File: src/rtl/seed_hit_block_chainer_core_defines.svh
// shared assertion macros for the seed hit block chainer
// each macro samples on clk and is quiet while rst is high
`ifndef SEED_HIT_BLOCK_CHAINER_CORE_DEFINES_SVH
`define SEED_HIT_BLOCK_CHAINER_CORE_DEFINES_SVH

// consequent must hold in the same cycle as the antecedent
`define SHC_ASSERT_SAME(label, ante, cons) \
  label: assert property (@(posedge clk) disable iff (rst) (ante) |-> (cons)) \
    else $error("shc assertion failed");

// consequent must hold in the cycle after the antecedent
`define SHC_ASSERT_NEXT(label, ante, cons) \
  label: assert property (@(posedge clk) disable iff (rst) (ante) |=> (cons)) \
    else $error("shc assertion failed");

`endif

File: src/rtl/shc_pkg.sv
`timescale 1ns / 1ps

package shc_pkg;

  localparam int POS_WIDTH    = 32;
  localparam int SEQ_ID_WIDTH = 16;
  localparam int KMER_WIDTH   = 8;
  localparam int MINRUN_WIDTH = 16;
  localparam int CFG_WIDTH    = 16;

  localparam logic [POS_WIDTH-1:0] POS_MAX = '1;

  // output queue sizing
  localparam int FIFO_DEPTH = 4;
  localparam int FIFO_AW    = $clog2(FIFO_DEPTH);
  localparam int FIFO_CW    = $clog2(FIFO_DEPTH + 1);

  // configuration register indexes
  typedef enum logic [0:0] {
    REG_KMER_SIZE      = 1'b0,
    REG_MIN_RUN_LENGTH = 1'b1
  } cfg_reg_t;

  typedef struct packed {
    logic                    end_of_contig;
    logic                    hit_found;
    logic [POS_WIDTH-1:0]    query_pos;
    logic [POS_WIDTH-1:0]    ref_pos;
    logic [SEQ_ID_WIDTH-1:0] ref_seq_id;
  } in_word_t;

  typedef struct packed {
    logic                    block_valid;
    logic [POS_WIDTH-1:0]    block_ref_start;
    logic [POS_WIDTH-1:0]    block_query_start;
    logic [POS_WIDTH-1:0]    block_length;
    logic [SEQ_ID_WIDTH-1:0] block_seq_id;
    logic                    last_of_contig;
  } out_word_t;

  // up to two result words handed from the engine to the output queue
  typedef struct packed {
    logic [1:0] n_words;
    out_word_t  w0;
    out_word_t  w1;
  } push_t;

endpackage

File: src/rtl/seed_hit_block_chainer_core.sv
`timescale 1ns / 1ps
// seed hit block chainer
// input channel (in_valid/in_ready/in_data) takes one k-mer lookup word per
// query position; output channel (out_valid/out_ready/out_data) gives block
// words. a miss gives nothing, a hit closing a run gives at most one word,
// an end-of-contig word gives one or two words, the last with last_of_contig.
// an accepted word is registered in the input register, processed from there
// once the queue has room, and its results are written into the queue and
// read from its head onto out_data.
// throughput: one input word per cycle while the output side keeps up; the
// chaining update is combinational compare and add logic.
// the results go into a four entry queue; an input word is processed only
// while the queue has room for two words, the most that one word can give, so
// a stalled receiver backs up into in_ready after at most a few words.
// config: cfg_we writes cfg_wdata into register cfg_index (0 kmer_size,
// 1 min_run_length); user must write only while the block is idle, unenforced.
// reset (rst, synchronous): clears chaining state and the queue, kmer_size
// returns to 20 and min_run_length to 1.
module seed_hit_block_chainer_core (
  input  logic                         clk,
  input  logic                         rst,
  input  logic                         in_valid,
  output logic                         in_ready,
  input  shc_pkg::in_word_t            in_data,
  output logic                         out_valid,
  input  logic                         out_ready,
  output shc_pkg::out_word_t           out_data,
  input  logic                         cfg_we,
  input  logic [0:0]                   cfg_index,
  input  logic [shc_pkg::CFG_WIDTH-1:0] cfg_wdata
);
  import shc_pkg::*;

  logic [KMER_WIDTH-1:0]   kmer_size;
  logic [MINRUN_WIDTH-1:0] min_run_length;
  logic                    room_ok;
  push_t                   push;

  // configuration registers
  always_ff @(posedge clk) begin
    if (rst) begin
      kmer_size      <= KMER_WIDTH'(20);
      min_run_length <= MINRUN_WIDTH'(1);
    end else if (cfg_we) begin
      unique case (cfg_reg_t'(cfg_index))
        REG_KMER_SIZE:      kmer_size      <= cfg_wdata[KMER_WIDTH-1:0];
        REG_MIN_RUN_LENGTH: min_run_length <= cfg_wdata[MINRUN_WIDTH-1:0];
        default: ;
      endcase
    end
  end

  // chaining engine
  shc_engine u_engine (
    .clk            (clk),
    .rst            (rst),
    .in_valid       (in_valid),
    .in_ready       (in_ready),
    .in_data        (in_data),
    .kmer_size      (kmer_size),
    .min_run_length (min_run_length),
    .room_ok        (room_ok),
    .push           (push)
  );

  // result queue
  shc_out_fifo u_out_fifo (
    .clk       (clk),
    .rst       (rst),
    .push      (push),
    .room_ok   (room_ok),
    .out_valid (out_valid),
    .out_ready (out_ready),
    .out_data  (out_data)
  );

endmodule

File: src/rtl/shc_out_fifo.sv
`timescale 1ns / 1ps
`include "seed_hit_block_chainer_core_defines.svh"

module shc_out_fifo (
  input  logic              clk,
  input  logic              rst,
  input  shc_pkg::push_t    push,
  output logic              room_ok,
  output logic              out_valid,
  input  logic              out_ready,
  output shc_pkg::out_word_t out_data
);
  import shc_pkg::*;

  out_word_t          mem [FIFO_DEPTH];
  logic [FIFO_AW-1:0] wr_ptr;
  logic [FIFO_AW-1:0] rd_ptr;
  logic [FIFO_CW-1:0] count;
  logic [FIFO_CW-1:0] count_next;
  logic               pop;

  assign pop       = out_valid && out_ready;
  assign out_valid = (count != '0);
  assign out_data  = mem[rd_ptr];
  // room for a full pair of words, regardless of a pop this cycle
  assign room_ok   = (count <= FIFO_CW'(FIFO_DEPTH - 2));

  assign count_next = count + FIFO_CW'(push.n_words) - FIFO_CW'(pop);

  // pointers and fill count
  always_ff @(posedge clk) begin
    if (rst) begin
      wr_ptr <= '0;
      rd_ptr <= '0;
      count  <= '0;
    end else begin
      wr_ptr <= wr_ptr + FIFO_AW'(push.n_words);
      rd_ptr <= rd_ptr + FIFO_AW'(pop);
      count  <= count_next;
    end
  end

  // word storage
  always_ff @(posedge clk) begin
    if (push.n_words != 2'd0) begin
      mem[wr_ptr] <= push.w0;
    end
    if (push.n_words == 2'd2) begin
      mem[wr_ptr + FIFO_AW'(1)] <= push.w1;
    end
  end

  `SHC_ASSERT_SAME(a_count_bound, 1'b1, count <= FIFO_CW'(FIFO_DEPTH))
  `SHC_ASSERT_SAME(a_push_room, push.n_words != 2'd0,
                   (FIFO_CW + 1)'(count) + (FIFO_CW + 1)'(push.n_words)
                     <= (FIFO_CW + 1)'(FIFO_DEPTH))
  `SHC_ASSERT_NEXT(a_pop_only, pop && push.n_words == 2'd0,
                   count == $past(count) - FIFO_CW'(1))

endmodule

File: src/rtl/shc_engine.sv
`timescale 1ns / 1ps
`include "seed_hit_block_chainer_core_defines.svh"

module shc_engine (
  input  logic                                  clk,
  input  logic                                  rst,
  input  logic                                  in_valid,
  output logic                                  in_ready,
  input  shc_pkg::in_word_t                     in_data,
  input  logic [shc_pkg::KMER_WIDTH-1:0]        kmer_size,
  input  logic [shc_pkg::MINRUN_WIDTH-1:0]      min_run_length,
  input  logic                                  room_ok,
  output shc_pkg::push_t                        push
);
  import shc_pkg::*;

  // saturating add of the k-mer size onto a block length
  function automatic logic [POS_WIDTH-1:0] add_kmer(input logic [POS_WIDTH-1:0] len,
                                                    input logic [KMER_WIDTH-1:0] k);
    logic [POS_WIDTH:0] s;
    s = {1'b0, len} + (POS_WIDTH + 1)'(k);
    return s[POS_WIDTH] ? POS_MAX : s[POS_WIDTH-1:0];
  endfunction

  // input register
  in_word_t ibuf;
  logic     ibuf_valid;
  logic     proceed;

  // chaining state
  logic                    have_prev_hit;
  logic [POS_WIDTH-1:0]    prev_ref_pos;
  logic [SEQ_ID_WIDTH-1:0] prev_seq_id;
  logic                    run_open;
  logic [POS_WIDTH-1:0]    run_ref_start;
  logic [POS_WIDTH-1:0]    run_query_start;
  logic [POS_WIDTH-1:0]    run_len;
  logic                    held_valid;
  logic [POS_WIDTH-1:0]    held_ref_start;
  logic [POS_WIDTH-1:0]    held_query_start;
  logic [POS_WIDTH-1:0]    held_length;
  logic [SEQ_ID_WIDTH-1:0] held_seq_id;

  // held block after closing the open run
  logic                    held_valid_next;
  logic [POS_WIDTH-1:0]    held_ref_start_next;
  logic [POS_WIDTH-1:0]    held_query_start_next;
  logic [POS_WIDTH-1:0]    held_length_next;
  logic [SEQ_ID_WIDTH-1:0] held_seq_id_next;

  logic                 is_eoc;
  logic                 is_hit;
  logic                 cont;
  logic                 do_close;
  logic                 run_keep;
  logic                 r_borrow;
  logic                 q_borrow;
  logic [POS_WIDTH-1:0] dr;
  logic [POS_WIDTH-1:0] dq;
  logic                 same_diag;
  logic                 len_carry;
  logic [POS_WIDTH-1:0] len_sum;
  logic [POS_WIDTH-1:0] merge_len;
  logic                 do_merge;
  logic                 start_new;
  logic                 emit_old;
  out_word_t            old_word;
  out_word_t            final_word;

  assign proceed  = ibuf_valid && room_ok;
  assign in_ready = !ibuf_valid || room_ok;

  // input register control
  always_ff @(posedge clk) begin
    if (rst) begin
      ibuf_valid <= 1'b0;
    end else if (in_valid && in_ready) begin
      ibuf_valid <= 1'b1;
    end else if (proceed) begin
      ibuf_valid <= 1'b0;
    end
  end

  always_ff @(posedge clk) begin
    if (in_valid && in_ready) begin
      ibuf <= in_data;
    end
  end

  // hit classification: does this hit extend the previous one
  assign is_eoc = ibuf.end_of_contig;
  assign is_hit = ibuf.hit_found && !ibuf.end_of_contig;
  assign cont   = have_prev_hit && (prev_seq_id == ibuf.ref_seq_id) &&
                  (prev_ref_pos != POS_MAX) &&
                  (ibuf.ref_pos == prev_ref_pos + POS_WIDTH'(1));

  assign do_close = run_open && (is_eoc || (is_hit && !cont));
  assign run_keep = run_len >= POS_WIDTH'(min_run_length);

  // diagonal check against the held block, both directions at once
  assign {r_borrow, dr} = {1'b0, run_ref_start} - {1'b0, held_ref_start};
  assign {q_borrow, dq} = {1'b0, run_query_start} - {1'b0, held_query_start};
  assign same_diag = held_valid && (held_seq_id == prev_seq_id) &&
                     (r_borrow == q_borrow) && (dr == dq);

  // merged length: grow when the run lies after, shrink (floor zero) before
  assign {len_carry, len_sum} = {1'b0, run_len} + {1'b0, dr};
  always_comb begin
    if (!r_borrow) begin
      merge_len = len_carry ? POS_MAX : len_sum;
    end else begin
      merge_len = len_carry ? len_sum : '0;
    end
  end

  assign do_merge  = do_close && run_keep && same_diag;
  assign start_new = do_close && run_keep && !same_diag;
  assign emit_old  = start_new && held_valid;

  always_comb begin
    held_valid_next       = held_valid;
    held_ref_start_next   = held_ref_start;
    held_query_start_next = held_query_start;
    held_length_next      = held_length;
    held_seq_id_next      = held_seq_id;
    if (do_merge) begin
      held_length_next = merge_len;
    end
    if (start_new) begin
      held_valid_next       = 1'b1;
      held_ref_start_next   = run_ref_start;
      held_query_start_next = run_query_start;
      held_length_next      = run_len;
      held_seq_id_next      = prev_seq_id;
    end
  end

  // result words
  always_comb begin
    old_word.block_valid       = 1'b1;
    old_word.block_ref_start   = held_ref_start;
    old_word.block_query_start = held_query_start;
    old_word.block_length      = add_kmer(held_length, kmer_size);
    old_word.block_seq_id      = held_seq_id;
    old_word.last_of_contig    = 1'b0;

    final_word = '0;
    final_word.last_of_contig = 1'b1;
    if (held_valid_next) begin
      final_word.block_valid       = 1'b1;
      final_word.block_ref_start   = held_ref_start_next;
      final_word.block_query_start = held_query_start_next;
      final_word.block_length      = add_kmer(held_length_next, kmer_size);
      final_word.block_seq_id      = held_seq_id_next;
    end
  end

  always_comb begin
    push.n_words = 2'd0;
    if (proceed) begin
      push.n_words = is_eoc ? (2'd1 + 2'(emit_old)) : 2'(emit_old);
    end
    push.w0 = emit_old ? old_word : final_word;
    push.w1 = final_word;
  end

  // control state
  always_ff @(posedge clk) begin
    if (rst) begin
      have_prev_hit <= 1'b0;
      run_open      <= 1'b0;
      held_valid    <= 1'b0;
    end else if (proceed) begin
      if (is_eoc) begin
        have_prev_hit <= 1'b0;
        run_open      <= 1'b0;
        held_valid    <= 1'b0;
      end else if (is_hit) begin
        have_prev_hit <= 1'b1;
        if (cont) begin
          run_open <= 1'b1;
        end else if (run_open) begin
          run_open   <= 1'b0;
          held_valid <= held_valid_next;
        end
      end
    end
  end

  // payload state
  always_ff @(posedge clk) begin
    if (proceed && is_hit) begin
      prev_ref_pos <= ibuf.ref_pos;
      prev_seq_id  <= ibuf.ref_seq_id;
      if (cont) begin
        if (!run_open) begin
          run_ref_start   <= prev_ref_pos;
          run_query_start <= ibuf.query_pos - POS_WIDTH'(1);
          run_len         <= POS_WIDTH'(2);
        end else if (run_len != POS_MAX) begin
          run_len <= run_len + POS_WIDTH'(1);
        end
      end else if (run_open) begin
        held_ref_start   <= held_ref_start_next;
        held_query_start <= held_query_start_next;
        held_length      <= held_length_next;
        held_seq_id      <= held_seq_id_next;
      end
    end
  end

  `SHC_ASSERT_SAME(a_run_has_prev, run_open, have_prev_hit)
  `SHC_ASSERT_NEXT(a_eoc_clears, proceed && is_eoc,
                   !run_open && !held_valid && !have_prev_hit)
  `SHC_ASSERT_SAME(a_pair_ends_contig, push.n_words == 2'd2,
                   push.w1.last_of_contig && !push.w0.last_of_contig)

endmodule

File: config.mk
export PLATFORM = sky130hd
export DESIGN_NAME = seed_hit_block_chainer_core
export DESIGN_NICKNAME = d
export VERILOG_FILES = /design/src/rtl/shc_pkg.sv /design/src/rtl/seed_hit_block_chainer_core.sv /design/src/rtl/shc_out_fifo.sv /design/src/rtl/shc_engine.sv
export VERILOG_INCLUDE_DIRS = /design/src /design/src/rtl
export SDC_FILE = /design/constraint.sdc
export NUM_CORES = 2
export LEC_CHECK = 0
export BUFFER_PORTS_ARGS = -buffer_cell sky130_fd_sc_hd__buf_2
export CORE_MARGIN = 2
export CORE_UTILIZATION = 30
export DETAILED_ROUTE_END_ITERATION = 16
export REMOVE_ABC_BUFFERS = 1
export SETUP_SLACK_MARGIN = 0.5
export SYNTH_ARGS = -nofsm -noshare
export SYNTH_HDL_FRONTEND = slang
export SYNTH_HIERARCHICAL = 1
export SYNTH_SLANG_ARGS = --single-unit
File: constraint.sdc
create_clock -name clk -period 33.4 [get_ports clk]
set_input_delay 3.34 -clock clk [delete_from_list [all_inputs] [get_ports clk]]
set_output_delay 3.34 -clock clk [all_outputs]
set_load 0.03 [all_outputs]
==> qor.yml <==
status: "completed"
h-tree-depth: 3
yosysUniqueCellTypes: 104
path_class: "flip-flop to flip-flop"
ys_warn_count: 6
setup_viol: 0
max_stage_delay_ns: 0.57
grt_pass1_vias: 32700
rr_endpoint: "u_out_fifo/mem[1][22]$_DFFE_PP_"
final_cell_area_um2: 55400
ys_seq_area_frac: 0.502
r2r-start: "u_engine/held_ref_start[0]$_DFFE_PP_"
highest_layer: "met5"
crit_family: "compound AO/OA/AOI/OAI gates"
layout-drive-gt1-share: 0.239
cts_inserted_buffers: 93
critPathCaptureType: "flip-flop"
reg2regPathDepth: 37
initial_utilization: 0.301
cts.clk_slew.worst_paths_ns: 0.07
syn_area_per_cell_um2: 12.5
cts_buffer_depth: 3
synth_edf_count: 794
cp_slowest_cell: "a221oi_1"
rrSetupSlack_ns: 23.10
cap_violations: 0
grt_first_pass_wirelength_um: 215000
clock_sinks: 829
multi_input_area_um2: 23000
top_level_ports: 220
fp.dieH_um: 408
clock.fmax_mhz: 97.1
worst_pin_slew_ns: 1.09
die_w_um: 408
cpMostUsedCell: "o21ai_0"
synth-seq-cells: 829
crit_path_end: "u_out_fifo/mem[1][22]$_DFFE_PP_"
async_flop_share: 0
diodes: 0
cp_max_fo: 24
area_growth_pct: 13.2
clk_latency_ns: 0.74
crit_required_ns: 33.99
wl_per_cell_um: 22.9
yosys-top-cells-area: "edfxtp_1 49%, mux2_2 9.3%, mux4_2 5.2%, ha_1 3.5%, mux2_1 3.5%"
arrival_ns: 10.89
grt_max_degree: 116
path_depth: 37
ir_drop_v: 0.0000377
min_period_over_period: 0.308
hp-class: "flip-flop to flip-flop"
critPathLaunch: "u_engine/held_ref_start[0]$_DFFE_PP_"
skew_ns: 0.0393
fin_tns_setup_ns: 0
grtUsageTotal: 0.170
power_uw: 2570
fin_nets: 4317
met2RoutedLength_um: 70000
synth.cell_area_um2: 48900
final_antenna_net_count: 0
overflow: 0
final_common_cell: "edfxtp_1"
postCtsResizedCells: 0
layout_common_cells: "794 x edfxtp_1, 405 x mux2_2, 254 x nand2_1"
die_area_um2: 166000
crit_buf_inv: 3
report.final.slew_viol_count: 0
postCtsHoldBufs: 0
place_hpwl_um: 97900
drt_iter0_markers: 2572
cts_tree: "yes"
rows: 148
wirelength_um: 145000
cp-start-kind: "flip-flop"
synth_flop_cell: "edfxtp_1"
finalHoldViolCount: 0
port_buffers: 219
core_region_area_um2: 162000
post-cts-setup-buffer-count: 0
antenna_found_initial: 11
rsz0062_at_grt: "false"
slew_headroom: 0.274
synthCells: 3914
placed_area_um2: 52300
drc: 0
root_buffer: "clkbuf_16"
wl_met3_um: 8050
p_per_area_nw_per_um2: 46.5
yosys.area.top_type: "edfxtp_1"
wl_met1_um: 63100
leakage_uw: 0.0198
synth_top_area_frac: 0.487
layout.area.seq_um2: 24600
gp_congestion: 0.901
period_minus_slack_ns: 10.30
vias_per_cell: 5.18
fillers: 16100
vias: 32800
dr.pass1.iters: 5
-- sequential cells by signal, indices dropped and copies added, names as in the netlist --
signal	cells
u_engine/is_eoc	1
u_engine/run_open	1
u_engine/run_len	32
min_run_length	16
u_out_fifo/wr_ptr	2
u_engine/prev_ref_pos	32
u_engine/held_length	32
u_engine/held_seq_id	16
u_out_fifo/rd_ptr	2
u_engine/held_query_start	32
u_engine/prev_seq_id	16
u_out_fifo/count	3
u_out_fifo/mem	456
u_engine/ibuf_valid	1
u_engine/run_ref_start	32
u_engine/run_query_start	32
u_engine/have_prev_hit	1
u_engine/ibuf	81
u_engine/held_valid	1
u_engine/held_ref_start	32
kmer_size	8
-- cell families (layout without fill, tap and decap cells) --
family | Yosys count | count (layout) | share of synthesized area
flip-flops | 829 | 829 | 0.502
AND/OR/NAND/NOR | 944 | 944 | 0.0998
multiplexers | 693 | 693 | 0.185
AO/OA/AOI/OAI | 669 | 669 | 0.0907
XOR/XNOR | 282 | 282 | 0.0537
other | 1 | 1 | 0.0000767
adder cells (fa/ha/maj) | 141 | 141 | 0.0370
buffers and inverters | 355 | 593 | 0.0317
-- cells in the mapped netlist (26+ instances only) --
| library cell | n |
|---|---|
| edfxtp_1 | 794 |
| mux2_2 | 405 |
| nand2_1 | 255 |
| a21oi_1 | 193 |
| nor2_1 | 166 |
| o21ai_0 | 166 |
| inv_1 | 158 |
| mux2_1 | 150 |
| xnor2_1 | 147 |
| ha_1 | 135 |
| xor2_1 | 124 |
| mux4_2 | 114 |
| and2_1 | 97 |
| nand3_1 | 93 |
| clkbuf_1 | 92 |
| buf_2 | 62 |
| nor3_1 | 61 |
| nand4_1 | 47 |
| nand2b_1 | 46 |
| a21o_1 | 41 |
| dfxtp_1 | 35 |
| and3_1 | 31 |
| buf_4 | 30 |
| nor4_1 | 28 |
| o211ai_1 | 27 |
| a211oi_1 | 26 |
| o21a_1 | 26 |
-- where the power goes --
part / internal [uW] / switching [uW]
registers: 1160 / 28.6
clock network: 588 / 445
logic: 127 / 225
total: 1870 / 699
-- how the worst min path moves through the flow --
stage	slack, ns	endpoint	from	cells after the start
final	0.46	u_engine/prev_ref_pos[14]$_DFFE_PP_	u_engine/ibuf[30]$_DFFE_PP_	0
after global routing	0.48	u_engine/prev_seq_id[6]$_DFFE_PP_	u_engine/ibuf[6]$_DFFE_PP_	0
after CTS	0.47	u_engine/prev_ref_pos[14]$_DFFE_PP_	u_engine/ibuf[30]$_DFFE_PP_	0
after detailed placement	0.46	u_engine/prev_seq_id[6]$_DFFE_PP_	u_engine/ibuf[6]$_DFFE_PP_	0
after global placement	0.46	u_engine/prev_ref_pos[14]$_DFFE_PP_	u_engine/ibuf[30]$_DFFE_PP_	0
after floorplan	0.44	u_engine/prev_ref_pos[15]$_DFFE_PP_	u_engine/ibuf[31]$_DFFE_PP_	0
-- stage by stage --
stage	setup WS, ns	hold slack (ns)	std cells	utilization
finish	23.10	0.463	6327	0.341
global route	22.31	0.477	6327	0.341
CTS	23.23	0.466	6327	0.341
detailed placement	23.28	0.457	6152	0.322
global placement	23.62	0.461	6152	0.322
floorplan	9.50	0.436	3719	-
-- worst register-to-register path, delay by kind of cell, from the launching register on --
kind / cells / cell delay [ns]
compound gates: 18 / 4.45
simple gates: 9 / 2.80
fa+ha+maj: 5 / 1.67
flops: 1 / 0.42
buf+inv: 3 / 0.40
mux: 1 / 0.26
xor+xnor: 1 / 0.17
-- cell type report --
type / instances / share of cell area
repair buffers: 258 / 0.0267
clock inverters: 53 / 0.00904
clock buffers: 122 / 0.0461
flip-flops and latches: 829 / 0.443
inverters: 160 / 0.0108
well taps: 2175 / 0.0492
multi-input cells: 2730 / 0.415
-- metal layers --
| layer | vias up | global-route usage |
|---|---|---|
| met5 | - | 0 |
| met4 | 4 | 0.0490 |
| met3 | 182 | 0.0265 |
| met2 | 973 | 0.286 |
| met1 | 16300 | 0.225 |
| li1 | 15300 | - |
Note: power is estimated with default switching activity, not from simulation.
